==> config.mk <==
export PLATFORM = sky130hd
export DESIGN_NAME = averaged_piecewise_linear_ranger_unit
export DESIGN_NICKNAME = d
export VERILOG_FILES = /design/src/rtl/aplr_pkg.sv /design/src/rtl/aplr_state_mem.sv /design/src/rtl/aplr_divider.sv /design/src/rtl/aplr_segment.sv /design/src/rtl/averaged_piecewise_linear_ranger_unit.sv
export VERILOG_INCLUDE_DIRS = /design/src /design/src/rtl
export SDC_FILE = /design/constraint.sdc
export NUM_CORES = 1
export LEC_CHECK = 0
export BUFFER_PORTS_ARGS = -buffer_cell sky130_fd_sc_hd__buf_4
export CAP_MARGIN = 20
export CORE_MARGIN = 2
export CORE_UTILIZATION = 62
export DETAILED_ROUTE_END_ITERATION = 8
export PLACE_DENSITY_LB_ADDON = 0.1
export SETUP_SLACK_MARGIN = 0.5
export SYNTH_ARGS = -nofsm -noshare
export SYNTH_HDL_FRONTEND = slang
export SYNTH_HIERARCHICAL = 1
export SYNTH_SLANG_ARGS = --single-unit
==> constraint.sdc <==
create_clock -name clk -period 6.8 [get_ports clk]
set_input_delay 0.68 -clock clk [delete_from_list [all_inputs] [get_ports clk]]
set_output_delay 0.68 -clock clk [all_outputs]
set_load 0.01 [all_outputs]
==> src/rtl/averaged_piecewise_linear_ranger_unit_defines.svh <==
// Assertion macros for the averaged piecewise-linear ranger.
// Used by the top level only; relies on clk and arst_n in the including scope.
`ifndef AVERAGED_PIECEWISE_LINEAR_RANGER_UNIT_DEFINES_SVH
`define AVERAGED_PIECEWISE_LINEAR_RANGER_UNIT_DEFINES_SVH

// Same-cycle implication, quiet while reset is asserted
`define APLR_ASSERT_NOW(label, ante, cons, msg) \
	label: assert property (@(posedge clk) disable iff (!arst_n) (ante) |-> (cons)) \
		else $error(msg);

// Next-cycle implication, quiet while reset is asserted
`define APLR_ASSERT_NEXT(label, ante, cons, msg) \
	label: assert property (@(posedge clk) disable iff (!arst_n) (ante) |=> (cons)) \
		else $error(msg);

`endif

==> src/rtl/aplr_pkg.sv <==
// Shared types, widths and breakpoint tables of the averaged piecewise-linear ranger.
// No dependencies; imported by every module of the block.
package aplr_pkg;

	// Field and state widths
	localparam int SAMPLE_W   = 10;
	localparam int OUT_W      = 10;
	localparam int SUM_W      = 16;
	localparam int CNT_W      = 7;
	localparam int READ_W     = 10;
	localparam int MM_W       = 10;
	localparam int PROD_W     = READ_W + MM_W;
	localparam int DIVISOR_W  = READ_W;
	localparam int DIV_CNT_W  = $clog2(PROD_W);
	localparam int MEM_DEPTH  = 1;

	// Configuration port
	localparam int APB_ADDR_W = 3;
	localparam int APB_DATA_W = 32;
	localparam int REG_IDX_W  = APB_ADDR_W - 2;
	localparam logic [REG_IDX_W-1:0] REG_SAMPLE_COUNT = '0;
	localparam logic [CNT_W-1:0] SAMPLE_COUNT_RST = 7'd1;
	localparam logic [CNT_W-1:0] MAX_RUN = 7'd64;

	// Calibration span and breakpoints (readings fall as distance rises)
	localparam int BREAKPOINTS = 9;
	localparam int BP_IDX_W    = $clog2(BREAKPOINTS);
	localparam logic [READ_W-1:0] READ_LO = 10'd183;
	localparam logic [READ_W-1:0] READ_HI = 10'd478;
	localparam logic [READ_W-1:0] BP_READ [BREAKPOINTS] = '{
		10'd478, 10'd379, 10'd310, 10'd259, 10'd222, 10'd195, 10'd192, 10'd184, 10'd183
	};
	localparam logic [MM_W-1:0] BP_MM [BREAKPOINTS] = '{
		10'd100, 10'd150, 10'd200, 10'd250, 10'd300, 10'd350, 10'd370, 10'd390, 10'd400
	};

	// Run state kept in the state memory
	typedef struct packed {
		logic [SUM_W-1:0] sum;
		logic [CNT_W-1:0] taken;
	} acc_state_t;

	// Divider request and response
	typedef struct packed {
		logic                 start;
		logic [PROD_W-1:0]    dividend;
		logic [DIVISOR_W-1:0] divisor;
	} div_req_t;

	typedef struct packed {
		logic              busy;
		logic              done;
		logic [PROD_W-1:0] quotient;
	} div_rsp_t;

	// Selected segment and its interpolation terms
	typedef struct packed {
		logic              found;
		logic              flat;
		logic [MM_W-1:0]   d0;
		logic [MM_W-1:0]   mdiff;
		logic [READ_W-1:0] rdiff;
		logic [READ_W-1:0] span;
	} seg_t;

endpackage

==> src/rtl/aplr_state_mem.sv <==
// Run state memory: one entry holding the running sum and the sample count.
// Synchronous read through a registered output; entry reads as zero until first written.
module aplr_state_mem (
	input  logic                clk,
	input  logic                arst_n,
	input  logic                rd_en,
	input  logic                wr_en,
	input  aplr_pkg::acc_state_t wr_data,
	output aplr_pkg::acc_state_t rd_data
);
	import aplr_pkg::*;

	acc_state_t mem_q [MEM_DEPTH];
	acc_state_t rd_data_q;
	logic       valid_q;

	// Write port
	always_ff @(posedge clk) begin
		if (wr_en) begin
			mem_q[0] <= wr_data;
		end
	end

	// Mark the entry once written; before that it reads as the reset value
	always_ff @(posedge clk or negedge arst_n) begin
		if (!arst_n) begin
			valid_q <= 1'b0;
		end else if (wr_en) begin
			valid_q <= 1'b1;
		end
	end

	// Registered read port
	always_ff @(posedge clk) begin
		if (rd_en) begin
			rd_data_q <= valid_q ? mem_q[0] : '0;
		end
	end

	assign rd_data = rd_data_q;

endmodule

==> src/rtl/aplr_divider.sv <==
// Restoring serial divider, one quotient bit per cycle.
// Shared by the averaging and interpolation steps; uses aplr_pkg widths.
module aplr_divider (
	input  logic              clk,
	input  logic              arst_n,
	input  aplr_pkg::div_req_t req,
	output aplr_pkg::div_rsp_t rsp
);
	import aplr_pkg::*;

	logic [PROD_W-1:0]    quo_q;
	logic [DIVISOR_W-1:0] rem_q;
	logic [DIVISOR_W-1:0] divisor_q;
	logic [DIV_CNT_W-1:0] count_q;
	logic                 busy_q;
	logic                 done_q;

	logic [DIVISOR_W:0]   rem_sh;
	logic                 fits;
	logic [DIVISOR_W:0]   rem_sub;

	// Shift in the next dividend bit and try the subtraction
	always_comb begin
		rem_sh  = {rem_q, quo_q[PROD_W-1]};
		fits    = rem_sh >= {1'b0, divisor_q};
		rem_sub = rem_sh - {1'b0, divisor_q};
	end

	// Control
	always_ff @(posedge clk or negedge arst_n) begin
		if (!arst_n) begin
			busy_q  <= 1'b0;
			done_q  <= 1'b0;
			count_q <= '0;
		end else begin
			done_q <= 1'b0;
			if (req.start) begin
				busy_q  <= 1'b1;
				count_q <= DIV_CNT_W'(PROD_W - 1);
			end else if (busy_q) begin
				count_q <= count_q - 1'b1;
				if (count_q == '0) begin
					busy_q <= 1'b0;
					done_q <= 1'b1;
				end
			end
		end
	end

	// Datapath
	always_ff @(posedge clk) begin
		if (req.start) begin
			quo_q     <= req.dividend;
			rem_q     <= '0;
			divisor_q <= req.divisor;
		end else if (busy_q) begin
			quo_q <= {quo_q[PROD_W-2:0], fits};
			rem_q <= fits ? rem_sub[DIVISOR_W-1:0] : rem_sh[DIVISOR_W-1:0];
		end
	end

	assign rsp.busy     = busy_q;
	assign rsp.done     = done_q;
	assign rsp.quotient = quo_q;

endmodule

==> src/rtl/aplr_segment.sv <==
// Breakpoint segment selection for the piecewise-linear lookup.
// Uses the breakpoint tables of aplr_pkg; purely combinational.
module aplr_segment (
	input  logic [aplr_pkg::READ_W-1:0] reading,
	output aplr_pkg::seg_t              seg
);
	import aplr_pkg::*;

	logic [BP_IDX_W-1:0] sel;
	logic [BP_IDX_W-1:0] sel_nx;
	logic                hit;
	logic [READ_W-1:0]   hi;
	logic [READ_W-1:0]   lo;
	logic [MM_W-1:0]     d0;
	logic [MM_W-1:0]     d1;

	// Pick the first segment whose ends enclose the reading
	always_comb begin
		sel = '0;
		hit = 1'b0;
		for (int j = BREAKPOINTS - 2; j >= 0; j--) begin
			if (reading <= BP_READ[j] && reading >= BP_READ[j + 1]) begin
				sel = BP_IDX_W'(j);
				hit = 1'b1;
			end
		end
	end

	// Read both segment ends and form the interpolation terms
	always_comb begin
		sel_nx     = sel + 1'b1;
		hi         = BP_READ[sel];
		lo         = BP_READ[sel_nx];
		d0         = BP_MM[sel];
		d1         = BP_MM[sel_nx];
		seg.found  = hit;
		seg.flat   = hi == lo;
		seg.d0     = d0;
		seg.mdiff  = d1 - d0;
		seg.rdiff  = hi - reading;
		seg.span   = hi - lo;
	end

endmodule

==> src/rtl/averaged_piecewise_linear_ranger_unit.sv <==
// Averaged piecewise-linear ranger. Each accepted sample is added to a run
// sum held in a one-entry state memory (read, update, write back). A sample
// that does not close the run is written back before the next one is taken.
// The sample that closes the run (sample_count samples; 0 acts as 1, above 64
// acts as 64) triggers the result: the run sum is divided by the run length,
// the average is clamped to 183..478, a segment is chosen from nine
// breakpoints, and the distance is interpolated with a second division. Both
// divisions go through one 20-bit serial divider at one bit per cycle; a flat
// segment, or a reading that no segment encloses, skips the second one. A
// finished result waits in an output register while the next run proceeds;
// the block stalls at the end of a run only if that register is still full.
// Configuration: sample_count at byte address 0, written and read over the
// APB-style port. There is no clearing pass after reset.
// Depends on aplr_pkg, aplr_state_mem, aplr_divider and aplr_segment.
`include "averaged_piecewise_linear_ranger_unit_defines.svh"

module averaged_piecewise_linear_ranger_unit (
	input  logic                            clk,
	input  logic                            arst_n,
	// configuration port
	input  logic                            psel,
	input  logic                            penable,
	input  logic                            pwrite,
	input  logic [aplr_pkg::APB_ADDR_W-1:0] paddr,
	input  logic [aplr_pkg::APB_DATA_W-1:0] pwdata,
	output logic [aplr_pkg::APB_DATA_W-1:0] prdata,
	output logic                            pready,
	// sample channel
	input  logic                            sample_valid,
	output logic                            sample_ready,
	input  logic [aplr_pkg::SAMPLE_W-1:0]   sample,
	// result channel
	output logic                            result_valid,
	input  logic                            result_ready,
	output logic [aplr_pkg::OUT_W-1:0]      avg_reading,
	output logic [aplr_pkg::MM_W-1:0]       distance_mm
);
	import aplr_pkg::*;

	typedef enum logic [7:0] {
		ST_IDLE   = 8'b0000_0001,
		ST_UPDATE = 8'b0000_0010,
		ST_AVG    = 8'b0000_0100,
		ST_SEG    = 8'b0000_1000,
		ST_MUL    = 8'b0001_0000,
		ST_DIV_GO = 8'b0010_0000,
		ST_DIST   = 8'b0100_0000,
		ST_EMIT   = 8'b1000_0000
	} fsm_t;

	fsm_t                  state_q;
	logic [CNT_W-1:0]      sample_count_q;
	logic [SAMPLE_W-1:0]   sample_q;
	logic [OUT_W-1:0]      avg_s1;
	logic [READ_W-1:0]     r_s1;
	seg_t                  seg_s2;
	logic [PROD_W-1:0]     prod_s3;
	logic [MM_W-1:0]       dist_q;
	logic                  result_valid_q;
	logic [OUT_W-1:0]      avg_reading_q;
	logic [MM_W-1:0]       distance_mm_q;

	logic                  cfg_wr;
	logic [REG_IDX_W-1:0]  reg_idx;
	logic [CNT_W-1:0]      run_len;
	logic                  accept;
	logic                  mem_wr;
	acc_state_t            mem_wr_data;
	acc_state_t            mem_rd_data;
	logic [SUM_W-1:0]      upd_sum;
	logic [CNT_W-1:0]      upd_taken;
	logic                  run_done;
	div_req_t              div_req;
	div_rsp_t              div_rsp;
	seg_t                  seg;
	logic [READ_W-1:0]     r_clamped;
	logic                  out_load;

	// Configuration register
	assign cfg_wr  = psel & penable & pwrite;
	assign reg_idx = paddr[APB_ADDR_W-1:2];
	assign pready  = 1'b1;
	assign prdata  = (reg_idx == REG_SAMPLE_COUNT) ? APB_DATA_W'(sample_count_q) : '0;

	always_ff @(posedge clk or negedge arst_n) begin
		if (!arst_n) begin
			sample_count_q <= SAMPLE_COUNT_RST;
		end else if (cfg_wr && reg_idx == REG_SAMPLE_COUNT) begin
			sample_count_q <= pwdata[CNT_W-1:0];
		end
	end

	// Effective run length, limited to 1..MAX_RUN
	always_comb begin
		if (sample_count_q == '0) begin
			run_len = CNT_W'(1);
		end else if (sample_count_q > MAX_RUN) begin
			run_len = MAX_RUN;
		end else begin
			run_len = sample_count_q;
		end
	end

	assign sample_ready = state_q == ST_IDLE;
	assign accept       = sample_valid & sample_ready;

	// Run state read-modify-write
	aplr_state_mem u_state_mem (
		.clk     (clk),
		.arst_n  (arst_n),
		.rd_en   (accept),
		.wr_en   (mem_wr),
		.wr_data (mem_wr_data),
		.rd_data (mem_rd_data)
	);

	always_comb begin
		upd_sum     = mem_rd_data.sum + SUM_W'(sample_q);
		upd_taken   = mem_rd_data.taken + 1'b1;
		run_done    = upd_taken >= run_len;
		mem_wr      = state_q == ST_UPDATE;
		mem_wr_data = run_done ? '0 : acc_state_t'{sum: upd_sum, taken: upd_taken};
	end

	// Shared divider: run average first, then the interpolation quotient
	always_comb begin
		div_req.start = (state_q == ST_UPDATE && run_done) || state_q == ST_DIV_GO;
		if (state_q == ST_UPDATE) begin
			div_req.dividend = PROD_W'(upd_sum);
			div_req.divisor  = DIVISOR_W'(run_len);
		end else begin
			div_req.dividend = prod_s3;
			div_req.divisor  = seg_s2.span;
		end
	end

	aplr_divider u_divider (
		.clk    (clk),
		.arst_n (arst_n),
		.req    (div_req),
		.rsp    (div_rsp)
	);

	// Clamp the average into the calibrated span for the lookup
	always_comb begin
		if (div_rsp.quotient < PROD_W'(READ_LO)) begin
			r_clamped = READ_LO;
		end else if (div_rsp.quotient > PROD_W'(READ_HI)) begin
			r_clamped = READ_HI;
		end else begin
			r_clamped = div_rsp.quotient[READ_W-1:0];
		end
	end

	aplr_segment u_segment (
		.reading (r_s1),
		.seg     (seg)
	);

	assign out_load = state_q == ST_EMIT && (!result_valid_q || result_ready);

	// Sequencer
	always_ff @(posedge clk or negedge arst_n) begin
		if (!arst_n) begin
			state_q <= ST_IDLE;
		end else begin
			case (state_q)
				ST_IDLE: begin
					if (accept) state_q <= ST_UPDATE;
				end
				ST_UPDATE: begin
					state_q <= run_done ? ST_AVG : ST_IDLE;
				end
				ST_AVG: begin
					if (div_rsp.done) state_q <= ST_SEG;
				end
				ST_SEG: begin
					state_q <= ST_MUL;
				end
				ST_MUL: begin
					state_q <= (seg_s2.found && !seg_s2.flat) ? ST_DIV_GO : ST_EMIT;
				end
				ST_DIV_GO: begin
					state_q <= ST_DIST;
				end
				ST_DIST: begin
					if (div_rsp.done) state_q <= ST_EMIT;
				end
				ST_EMIT: begin
					if (out_load) state_q <= ST_IDLE;
				end
				default: begin
					state_q <= ST_IDLE;
				end
			endcase
		end
	end

	// Datapath stages
	always_ff @(posedge clk) begin
		if (accept) begin
			sample_q <= sample;
		end
		if (state_q == ST_AVG && div_rsp.done) begin
			avg_s1 <= div_rsp.quotient[OUT_W-1:0];
			r_s1   <= r_clamped;
		end
		if (state_q == ST_SEG) begin
			seg_s2 <= seg;
		end
		if (state_q == ST_MUL) begin
			prod_s3 <= PROD_W'(seg_s2.rdiff) * PROD_W'(seg_s2.mdiff);
			if (!seg_s2.found) begin
				dist_q <= '0;
			end else if (seg_s2.flat) begin
				dist_q <= seg_s2.d0;
			end
		end
		if (state_q == ST_DIST && div_rsp.done) begin
			dist_q <= MM_W'(PROD_W'(seg_s2.d0) + div_rsp.quotient);
		end
	end

	// Output register
	always_ff @(posedge clk or negedge arst_n) begin
		if (!arst_n) begin
			result_valid_q <= 1'b0;
		end else if (out_load) begin
			result_valid_q <= 1'b1;
		end else if (result_ready) begin
			result_valid_q <= 1'b0;
		end
	end

	always_ff @(posedge clk) begin
		if (out_load) begin
			avg_reading_q <= avg_s1;
			distance_mm_q <= dist_q;
		end
	end

	assign result_valid = result_valid_q;
	assign avg_reading  = avg_reading_q;
	assign distance_mm  = distance_mm_q;

	// Checks
	`APLR_ASSERT_NOW(a_accept_div_idle, accept, !div_rsp.busy, "sample accepted while divider busy")
	`APLR_ASSERT_NOW(a_taken_in_range, mem_wr, mem_wr_data.taken < MAX_RUN, "stored count out of range")
	`APLR_ASSERT_NOW(a_div_done_state, div_rsp.done, state_q == ST_AVG || state_q == ST_DIST, "divider finished outside a wait state")
	`APLR_ASSERT_NEXT(a_update_follows, accept, state_q == ST_UPDATE, "accepted sample not updated next cycle")

endmodule
### After elaboration in Yosys (flattened, before gate mapping)

Memories as Yosys holds them, arrays and structs flattened. A register that Yosys moved wholly into a read port is not among the register bits.
Index checks and enable logic that the tools add are counted.

* register bits after elaboration: 186
* memory bits (writable): 23
* bits in read-only memories: 640
* bits of input ports: 52
* output and inout port bits: 55
* logic and storage cells: 160
* memories kept: 5

Memory list
* (name not given): depth 16, width 10, rd ports 1, clocked after memory_dff 0, write ports 0, RTL line aplr_segment.sv:32 `hi = BP_READ[sel];`
* (name not given): depth 16, width 10, rd ports 1, clocked after memory_dff 0, write ports 0, RTL line aplr_segment.sv:33 `lo = BP_READ[sel_nx];`
* (name not given): depth 16, width 10, rd ports 1, clocked after memory_dff 0, write ports 0, RTL line aplr_segment.sv:34 `d0 = BP_MM[sel];`
* (name not given): depth 16, width 10, rd ports 1, clocked after memory_dff 0, write ports 0, RTL line aplr_segment.sv:35 `d1 = BP_MM[sel_nx];`
* u_state_mem.mem_q: depth 1, width 23, rd ports 1, clocked after memory_dff 1, write ports 1, RTL line aplr_state_mem.sv:13 `acc_state_t mem_q [MEM_DEPTH];`

* add/sub/neg operators: 9
* multiply operators: 1
* $lt $le $gt $ge: 23
* equal/unequal tests: 14
* mux-type cells: 49
* bitwise logic cells: 6
* reduce and logical (&&, ||, !) cells: 28

Operators with widths (count)
* two-way mux 10 bit: 13
* case mux 8 bit (8 select lines): 1
* greater-or-equal comparator 10 x 8 -> 1 bit (second input constant): 5
* less-or-equal comparator 10 x 8 -> 1 bit (second input constant): 4
* less-or-equal comparator 10 x 9 -> 1 bit (second input constant): 4
* two-way mux 20 bit: 2
* two-way mux 8 bit: 5
* subtractor 10 bit: 4
* greater-or-equal comparator 10 x 9 -> 1 bit (second input constant): 3
* two-way mux 30 bit: 1
* two-way mux 3 bit: 9
* two-way mux 23 bit: 1
* two-way mux 7 bit: 3
* > comparator 20 x 9 -> 1 bit (second input constant): 1
* < comparator 20 x 8 -> 1 bit (second input constant): 1
* multiplier 10 x 10 -> 20 bit: 1
* adder 16 x 10 -> 16 bit: 1
* logical AND 1 bit: 14
* greater-or-equal comparator 11 x 10 -> 1 bit: 1
* two-way mux 1 bit: 11
* adder 10 bit: 1
* equality test 10 bit: 1
* greater-or-equal comparator 5 bit (second input constant): 2
* two-way mux 5 bit: 2
* other kinds (30): 39

### Longest topological paths before layout

Gate-level depths: netlist of the first run.

* word-level depth: 16
* depth in mapped cells: 22
* gate-level depth less buffers: 21

### By module

Netlist of the first run, hierarchy kept.

By module, submodules not included
* averaged_piecewise_linear_ranger_unit: times used 1, cells an instance 884, area each 9774.4 µm², seq. area each 4066.4 µm²
* aplr_divider: times used 1, cells an instance 211, area each 2496.1 µm², seq. area each 1276.2 µm²
* aplr_segment: times used 1, cells an instance 277, area each 1863.0 µm², seq. area each 0.0 µm²
* aplr_state_mem: times used 1, cells an instance 73, area each 1600.3 µm², seq. area each 1406.3 µm²

### Worst setup path before layout of the first run

Ideal clock, no wire load.

* path type: flip-flop to flip-flop
* start point: register seg_s2[23] (netlist name)
* end point: register prod_s3[17] (data pin)
* setup time: 0.261 ns
* arrival time: 4.913 ns
* data required time: 6.539 ns
* path slack: 1.626 ns
* stages on the path, launching flop included: 20
* buffers on the path: 1
* clock period less this slack: 5.174 ns
* cell sequence: edfxtp_1 > clkbuf_1 > nand2_1 > fa_1 > inv_1 > fa_1 > inv_1 > fa_1 > inv_1 > fa_1 > inv_1 > fa_1 > inv_1 > ha_1 > o211ai_1 > a21oi_1 > o41ai_1 > a211oi_1 > nor4b_1 > a311o_1

* cells in the longest elaborated chain, start to end: 1

RTL lines
* from (decl): RTL line averaged_piecewise_linear_ranger_unit.sv:56 `seg_t seg_s2;`
* from (signal assigned): RTL line averaged_piecewise_linear_ranger_unit.sv:209 `seg_s2 <= seg;`
* multiplier 10 x 10 -> 20 bit: RTL line averaged_piecewise_linear_ranger_unit.sv:212 `prod_s3 <= PROD_W'(seg_s2.rdiff) * PROD_W'(seg_s2.mdiff);`
* to (signal assigned): RTL line averaged_piecewise_linear_ranger_unit.sv:212
* to (decl): RTL line averaged_piecewise_linear_ranger_unit.sv:57 `logic [PROD_W-1:0] prod_s3;`

No other way between the ends.
A chain may end at the register's enable or synchronous reset.

### Worst setup path after layout of the first run

* start point: register seg_s2[15] (netlist name)
* end point: register prod_s3[19] (data pin)

The elaborated chain is that of the path after synthesis.

==> impl_metrics.toml, run 1 <==
[sta]
rsz0062_at_grt = "no"
fin_skew_ns = 0.0113
max_slew_margin_pct = 33.1
hold_viol_final = 0
setup_tns_ns = 0
min_period_over_period_pct = 84.3
slew_viol_final = 0
finalSetupViolCount = 0
fmax_mhz = 174
tightest_slew_ns = 1.00
finalCriticalPeriod_ns = 5.73

[detailed_routing]
drtAntennaViolNets = 0
vias = 10623
drc = 0
routed_wl_um = 32300
first_iter_violations = 940
first_pass_iters = 6
viasPerCell = 5.78
routedWlPerCell_um = 17.6

[global_routing]
grt_max_degree = 52
grt-ovfl-total = 0
grt_pass1_vias = 10234
grt_use_total_pct = 24.6
antenna_found_initial = 0
grt_pass1_wl_um = 51900

[setup_path]
critPathKind = "flip-flop to flip-flop"
startpoint_type = "flip-flop"
worst_ep_required_time_ns = 7.08
crit_path_end_kind = "flip-flop"
arrival_ns = 6.02
critPathMaxFanout = 10

[clock_tree]
root_buffer = "clkbuf_16"
cts_buffers = 25
post-cts-setup-buffers = 0
clock_latency_ns = 0.52
cts_sinks = 232
cts_buffer_depth = 3
post_cts_resized = 0
clk_pin_slew_ns = 0.06
cts-hold-fix-buffers = 0
htreeDepth = 1
tritoncts = "done"

[die]
rows = 58
io_pins = 107
die_height_um = 163
fp.dieArea_sq_um = 26700
die_width_um = 163
core_area_sq_um = 25000
start_util_pct = 62.8

[finish]
final_net_count = 1732
antenna_cells = 0
nFillCells = 1942
multiInputGateArea_sq_um = 8230
final_core_util_pct = 68.2
area_growth_pct = 8.54
final_common_cell = "edfxtp_1"
drive_above_1_share_pct = 12.1
regArea_sq_um = 6750
final_cell_mix = "198 x edfxtp_1, 123 x ha_1, 121 x nand2_1, 114 x inv_1, 92 x and2_1"

[hold_path]
min_path_type = "primary input to async pin"

[place]
dp_hpwl_um = 24300
gp_congestion = 0.918
port_buffers = 53

[logic_synthesis]
synth_area_per_cell_sq_um = 10.9
yosysWarnings = 6
synthCells = 1444
synth.cell_area_sq_um = 15700

[outcome]
outcome = "complete, no violations"

[power]
leakage_uw = 0.00727
power_density_nw_per_um2 = 291
ir_worst_vdd_mv = 0.290

[flow_run]
maxCapViolations = 0
path summary, 6_finish.rpt:
check,startpoint,endpoint,slack (ns),cells after the start
max in group asynchronous,arst_n,state_q[0]$_DFFE_PN1P_,6.45,1
min in group clk,sample[6],sample_q[6]$_DFFE_PP_,0.33,1
min,arst_n,u_state_mem/valid_q$_DFFE_PN0P_,0.05,1
min reg2reg,dist_q[4]$_DFFE_PP_,distance_mm[4]$_DFFE_PP_,0.42,0
max,seg_s2[15]$_DFFE_PN_,prod_s3[19]$_DFFE_PP_,1.07,16
max reg2reg,seg_s2[15]$_DFFE_PN_,prod_s3[19]$_DFFE_PP_,1.07,16
flip-flops by register name (all words and copies together) (netlist names):
signal and cells:
seg_s2 42, u_state_mem/mem_q 23, u_state_mem/rd_data 23, prod_s3 20, u_divider/quo_q 20, avg_reading 10
avg_s1 10, dist_q 10, distance_mm 10, r_s1 10, sample_q 10, u_divider/divisor_q 10
u_divider/rem_q 10, state_q 8, sample_count_q 7, u_divider/count_q 5, result_valid 1, u_divider/busy_q 1
u_divider/done_q 1, u_state_mem/valid_q 1
through the flow:
step / hold WS [ns] / worst slack, ns / cells / total power [uW] / cell area (sq um)
floorplan: 0.384 / 1.63 / 1472 / 3270 / 15800
global placement: 0.403 / 1.26 / 1793 / 3620 / 16300
detailed placement: 0.405 / 1.14 / 1793 / 3690 / 16300
CTS: 0.0469 / 1.11 / 1838 / 4990 / 17100
global route: 0.0590 / 0.802 / 1838 / 5260 / 17100
finish: 0.0495 / 1.07 / 1838 / 4970 / 17100
cell type report:
| type | count | area share (%) |
|---|---|---|
| multi-input cells | 1054 | 48.2 |
| flip-flops and latches | 232 | 39.5 |
| clock buffers | 30 | 3.77 |
| repair buffers | 60 | 2.64 |
| inverters | 117 | 2.60 |
| well taps | 330 | 2.42 |
| clock inverters | 15 | 0.792 |
per-layer routing:
metal,GRT usage [%],up-vias,share of wire [%]
li1,-,5117,-
met1,35.2,5146,45
met2,39.7,302,47
met3,2.89,58,5.6
met4,7.68,0,2.8
met5,0,-,0
power breakdown:
group          switching [uW]  leakage, uW  internal [uW]  total, uW
clock                     543     0.000382            752       1290
combinational             889      0.00470            689       1580
sequential                215      0.00218           1880       2100
total                    1650      0.00727           3330       4970
critical path, cell delays in order (launching register included):
cell and delay [ns]:
edfxtp_1 0.54, nand2_1 0.16, fa_1 0.58, inv_1 0.06, fa_1 0.50, inv_1 0.05, fa_1 0.47, inv_1 0.05
fa_1 0.52, inv_1 0.05, fa_1 0.53, inv_1 0.04, ha_1 0.34, and2_1 0.20, o41ai_1 0.57, a211oi_1 0.34
o311ai_0 0.49
(Power assumes the default switching activity.)
==> run 2, diff against run 1 <==
--- a/config.mk
+++ b/config.mk
@@ -9,7 +9,7 @@
 export BUFFER_PORTS_ARGS = -buffer_cell sky130_fd_sc_hd__buf_4
 export CAP_MARGIN = 20
 export CORE_MARGIN = 2
-export CORE_UTILIZATION = 62
+export CORE_UTILIZATION = 56
 export DETAILED_ROUTE_END_ITERATION = 8
 export PLACE_DENSITY_LB_ADDON = 0.1
 export SETUP_SLACK_MARGIN = 0.5
==> constraint.sdc (replaced) <==
create_clock -name clk -period 5.1 [get_ports clk]
set_input_delay 0.51 -clock clk [delete_from_list [all_inputs] [get_ports clk]]
set_output_delay 0.51 -clock clk [all_outputs]
set_load 0.01 [all_outputs]
==> run 2 against run 1 <==
- design area grew 6.9%
- die area up 10%
- clock power grew 39%
- clock skew up 0.0027 ns
- combinational power up 30%
- sequential cell count did not move
- sequential share of layout area shrank 2.6 points
==> impl_metrics.toml, run 2 (synthesized netlist as in run 1, its figures left out) <==
[outcome]
outcome = "complete, no violations"

[power]
ir_worst_vdd_mv = 0.286
combPwrFrac_pct = 30.9
power_density_nw_per_um2 = 365
leakage_uw = 0.00782
p_sw_share_pct = 33.1
power_switching_uw = 2210
pwr-share-seq_pct = 42.3
p_int_uw = 4460
clockPowerShare_pct = 26.9

[finish]
regArea_sq_um = 6750
largest-register = "seg_s2"
largest_reg_flops = 42
final_core_util_pct = 65.9
final_cell_mix = "198 x edfxtp_1, 153 x buf_4, 116 x nand2_1, 116 x ha_1, 106 x inv_1"
multiInputGateArea_sq_um = 8500
final_net_count = 1837
area_growth_pct = 16.1
fin_cells = 1991
final_common_cell = "edfxtp_1"
nFillCells = 2219
antenna_cells = 0
drive_above_1_share_pct = 21.1

[setup_path]
worst_ep_required_time_ns = 5.38
startpoint_type = "flip-flop"
crit_path_end_kind = "flip-flop"
critPathKind = "flip-flop to flip-flop"
arrival_ns = 5.23
critPathMaxFanout = 8

[clock_tree]
cts_sinks = 232
htreeDepth = 1
root_buffer = "clkbuf_16"
clock_latency_ns = 0.53
cts_buffers = 26
clk_pin_slew_ns = 0.07
cts_buffer_depth = 3
tritoncts = "done"

[die]
io_pins = 107
core_area_sq_um = 27700
fp.dieArea_sq_um = 29400
start_util_pct = 56.8
die_width_um = 172
rows = 61
die_height_um = 172

[sta]
rsz0062_at_grt = "yes"
hold_viol_final = 0
setup_tns_ns = 0
finalCriticalPeriod_ns = 4.95
setup_slack_ns = 0.151
max_slew_margin_pct = 31.8
slew_viol_final = 0
finalSetupViolCount = 0
min_period_over_period_pct = 97.0
fmax_mhz = 202
tightest_slew_ns = 1.02
fin_skew_ns = 0.0140
whs_ns = 0.148

[place]
port_buffers = 53
dp_cells = 1883
dp_hpwl_um = 24900
gp_congestion = 0.909
dp_slack_ns = 0.00865

[hold_path]
min_path_type = "primary input to flip-flop"

[detailed_routing]
drtAntennaViolNets = 0
viasPerCell = 5.49
first_pass_iters = 6
vias = 10935
routed_wl_um = 33900
first_iter_violations = 699
routedWlPerCell_um = 17.0
drc = 0

[global_routing]
grt_max_degree = 52
grt_use_total_pct = 23.2
antenna_found_initial = 0
grt-ovfl-total = 0
grt_pass1_wl_um = 53900
grt_pass1_vias = 10702

[flow_run]
maxCapViolations = 0
[run 2: stage by stage]
step | power (uW) | cell area [sq um]
6_report | 6670 | 18300
5_1_grt | 7060 | 18300
4_1_cts | 6710 | 17900
3_5_place_dp | 4890 | 16700
3_3_place_gp | 4840 | 16700
2_1_floorplan | 4370 | 15900
[run 2: area by class of cell]
cell class                 count  share of cell area, %
tap                          378                   2.59
timing repair buffer         164                   6.95
inverter                     117                   2.45
clock inverter                13                  0.596
multi-input combinational   1054                   46.6
clock buffer                  33                   3.87
sequential                   232                   37.0
[run 2: worst max-delay path, cell delays in order (launching register included)]
cell      delay, ns
edfxtp_1       0.53
and2_4         0.23
fa_1           0.49
fa_1           0.58
fa_1           0.45
fa_1           0.49
ha_1           0.30
ha_1           0.31
and2_1         0.19
a221o_1        0.33
nor3_2         0.24
a211oi_4       0.10
buf_6          0.15
a311o_1        0.30
[run 2: path summary, 6_finish.rpt]
| check | start | endpoint | slack (ns) | cells after the start |
|---|---|---|---|---|
| max reg2reg | seg_s2[26]$_DFFE_PN_ | prod_s3[17]$_DFFE_PP_ | 0.15 | 13 |
| max in group asynchronous | arst_n | state_q[0]$_DFFE_PN1P_ | 4.39 | 2 |
| max | seg_s2[26]$_DFFE_PN_ | prod_s3[17]$_DFFE_PP_ | 0.15 | 13 |
| min | sample[7] | sample_q[7]$_DFFE_PP_ | 0.15 | 1 |
| min in group asynchronous | arst_n | sample_count_q[2]$_DFFE_PN0P_ | 0.41 | 2 |
| min reg2reg | avg_s1[1]$_DFFE_PP_ | avg_reading[1]$_DFFE_PP_ | 0.42 | 0 |
[run 2: metal layers]
| metal | part of all wire [%] | up-vias | track usage (%) | routed length [um] |
|---|---|---|---|---|
| met5 | 0 | - | 0 | 0 |
| met4 | 2.6 | 0 | 6.78 | 898 |
| met3 | 4.5 | 50 | 3.01 | 1530 |
| met2 | 46 | 239 | 37.3 | 15700 |
| met1 | 47 | 5324 | 33.2 | 15800 |
| li1 | - | 5322 | - | - |
[run 2: power groups by stage]
stage	Combinational (uW)	Clock (uW)	Sequential, uW
3_5_place_dp	2040	0	2850
4_1_cts	2060	1830	2820
5_1_grt	2300	1900	2860
6_report	2060	1790	2820
3_3_place_gp	1990	0	2850
2_1_floorplan	1680	0	2690
[run 2: timing repair]
action | in CTS | in global routing
resized for setup | 24 | 36
hold endpoints to repair | 22 | 0
endpoints found under the setup margin | 11 | 19
hold buffers | 1 | 0
buffers inserted | 33 | 28
pin swaps | 24 | 9
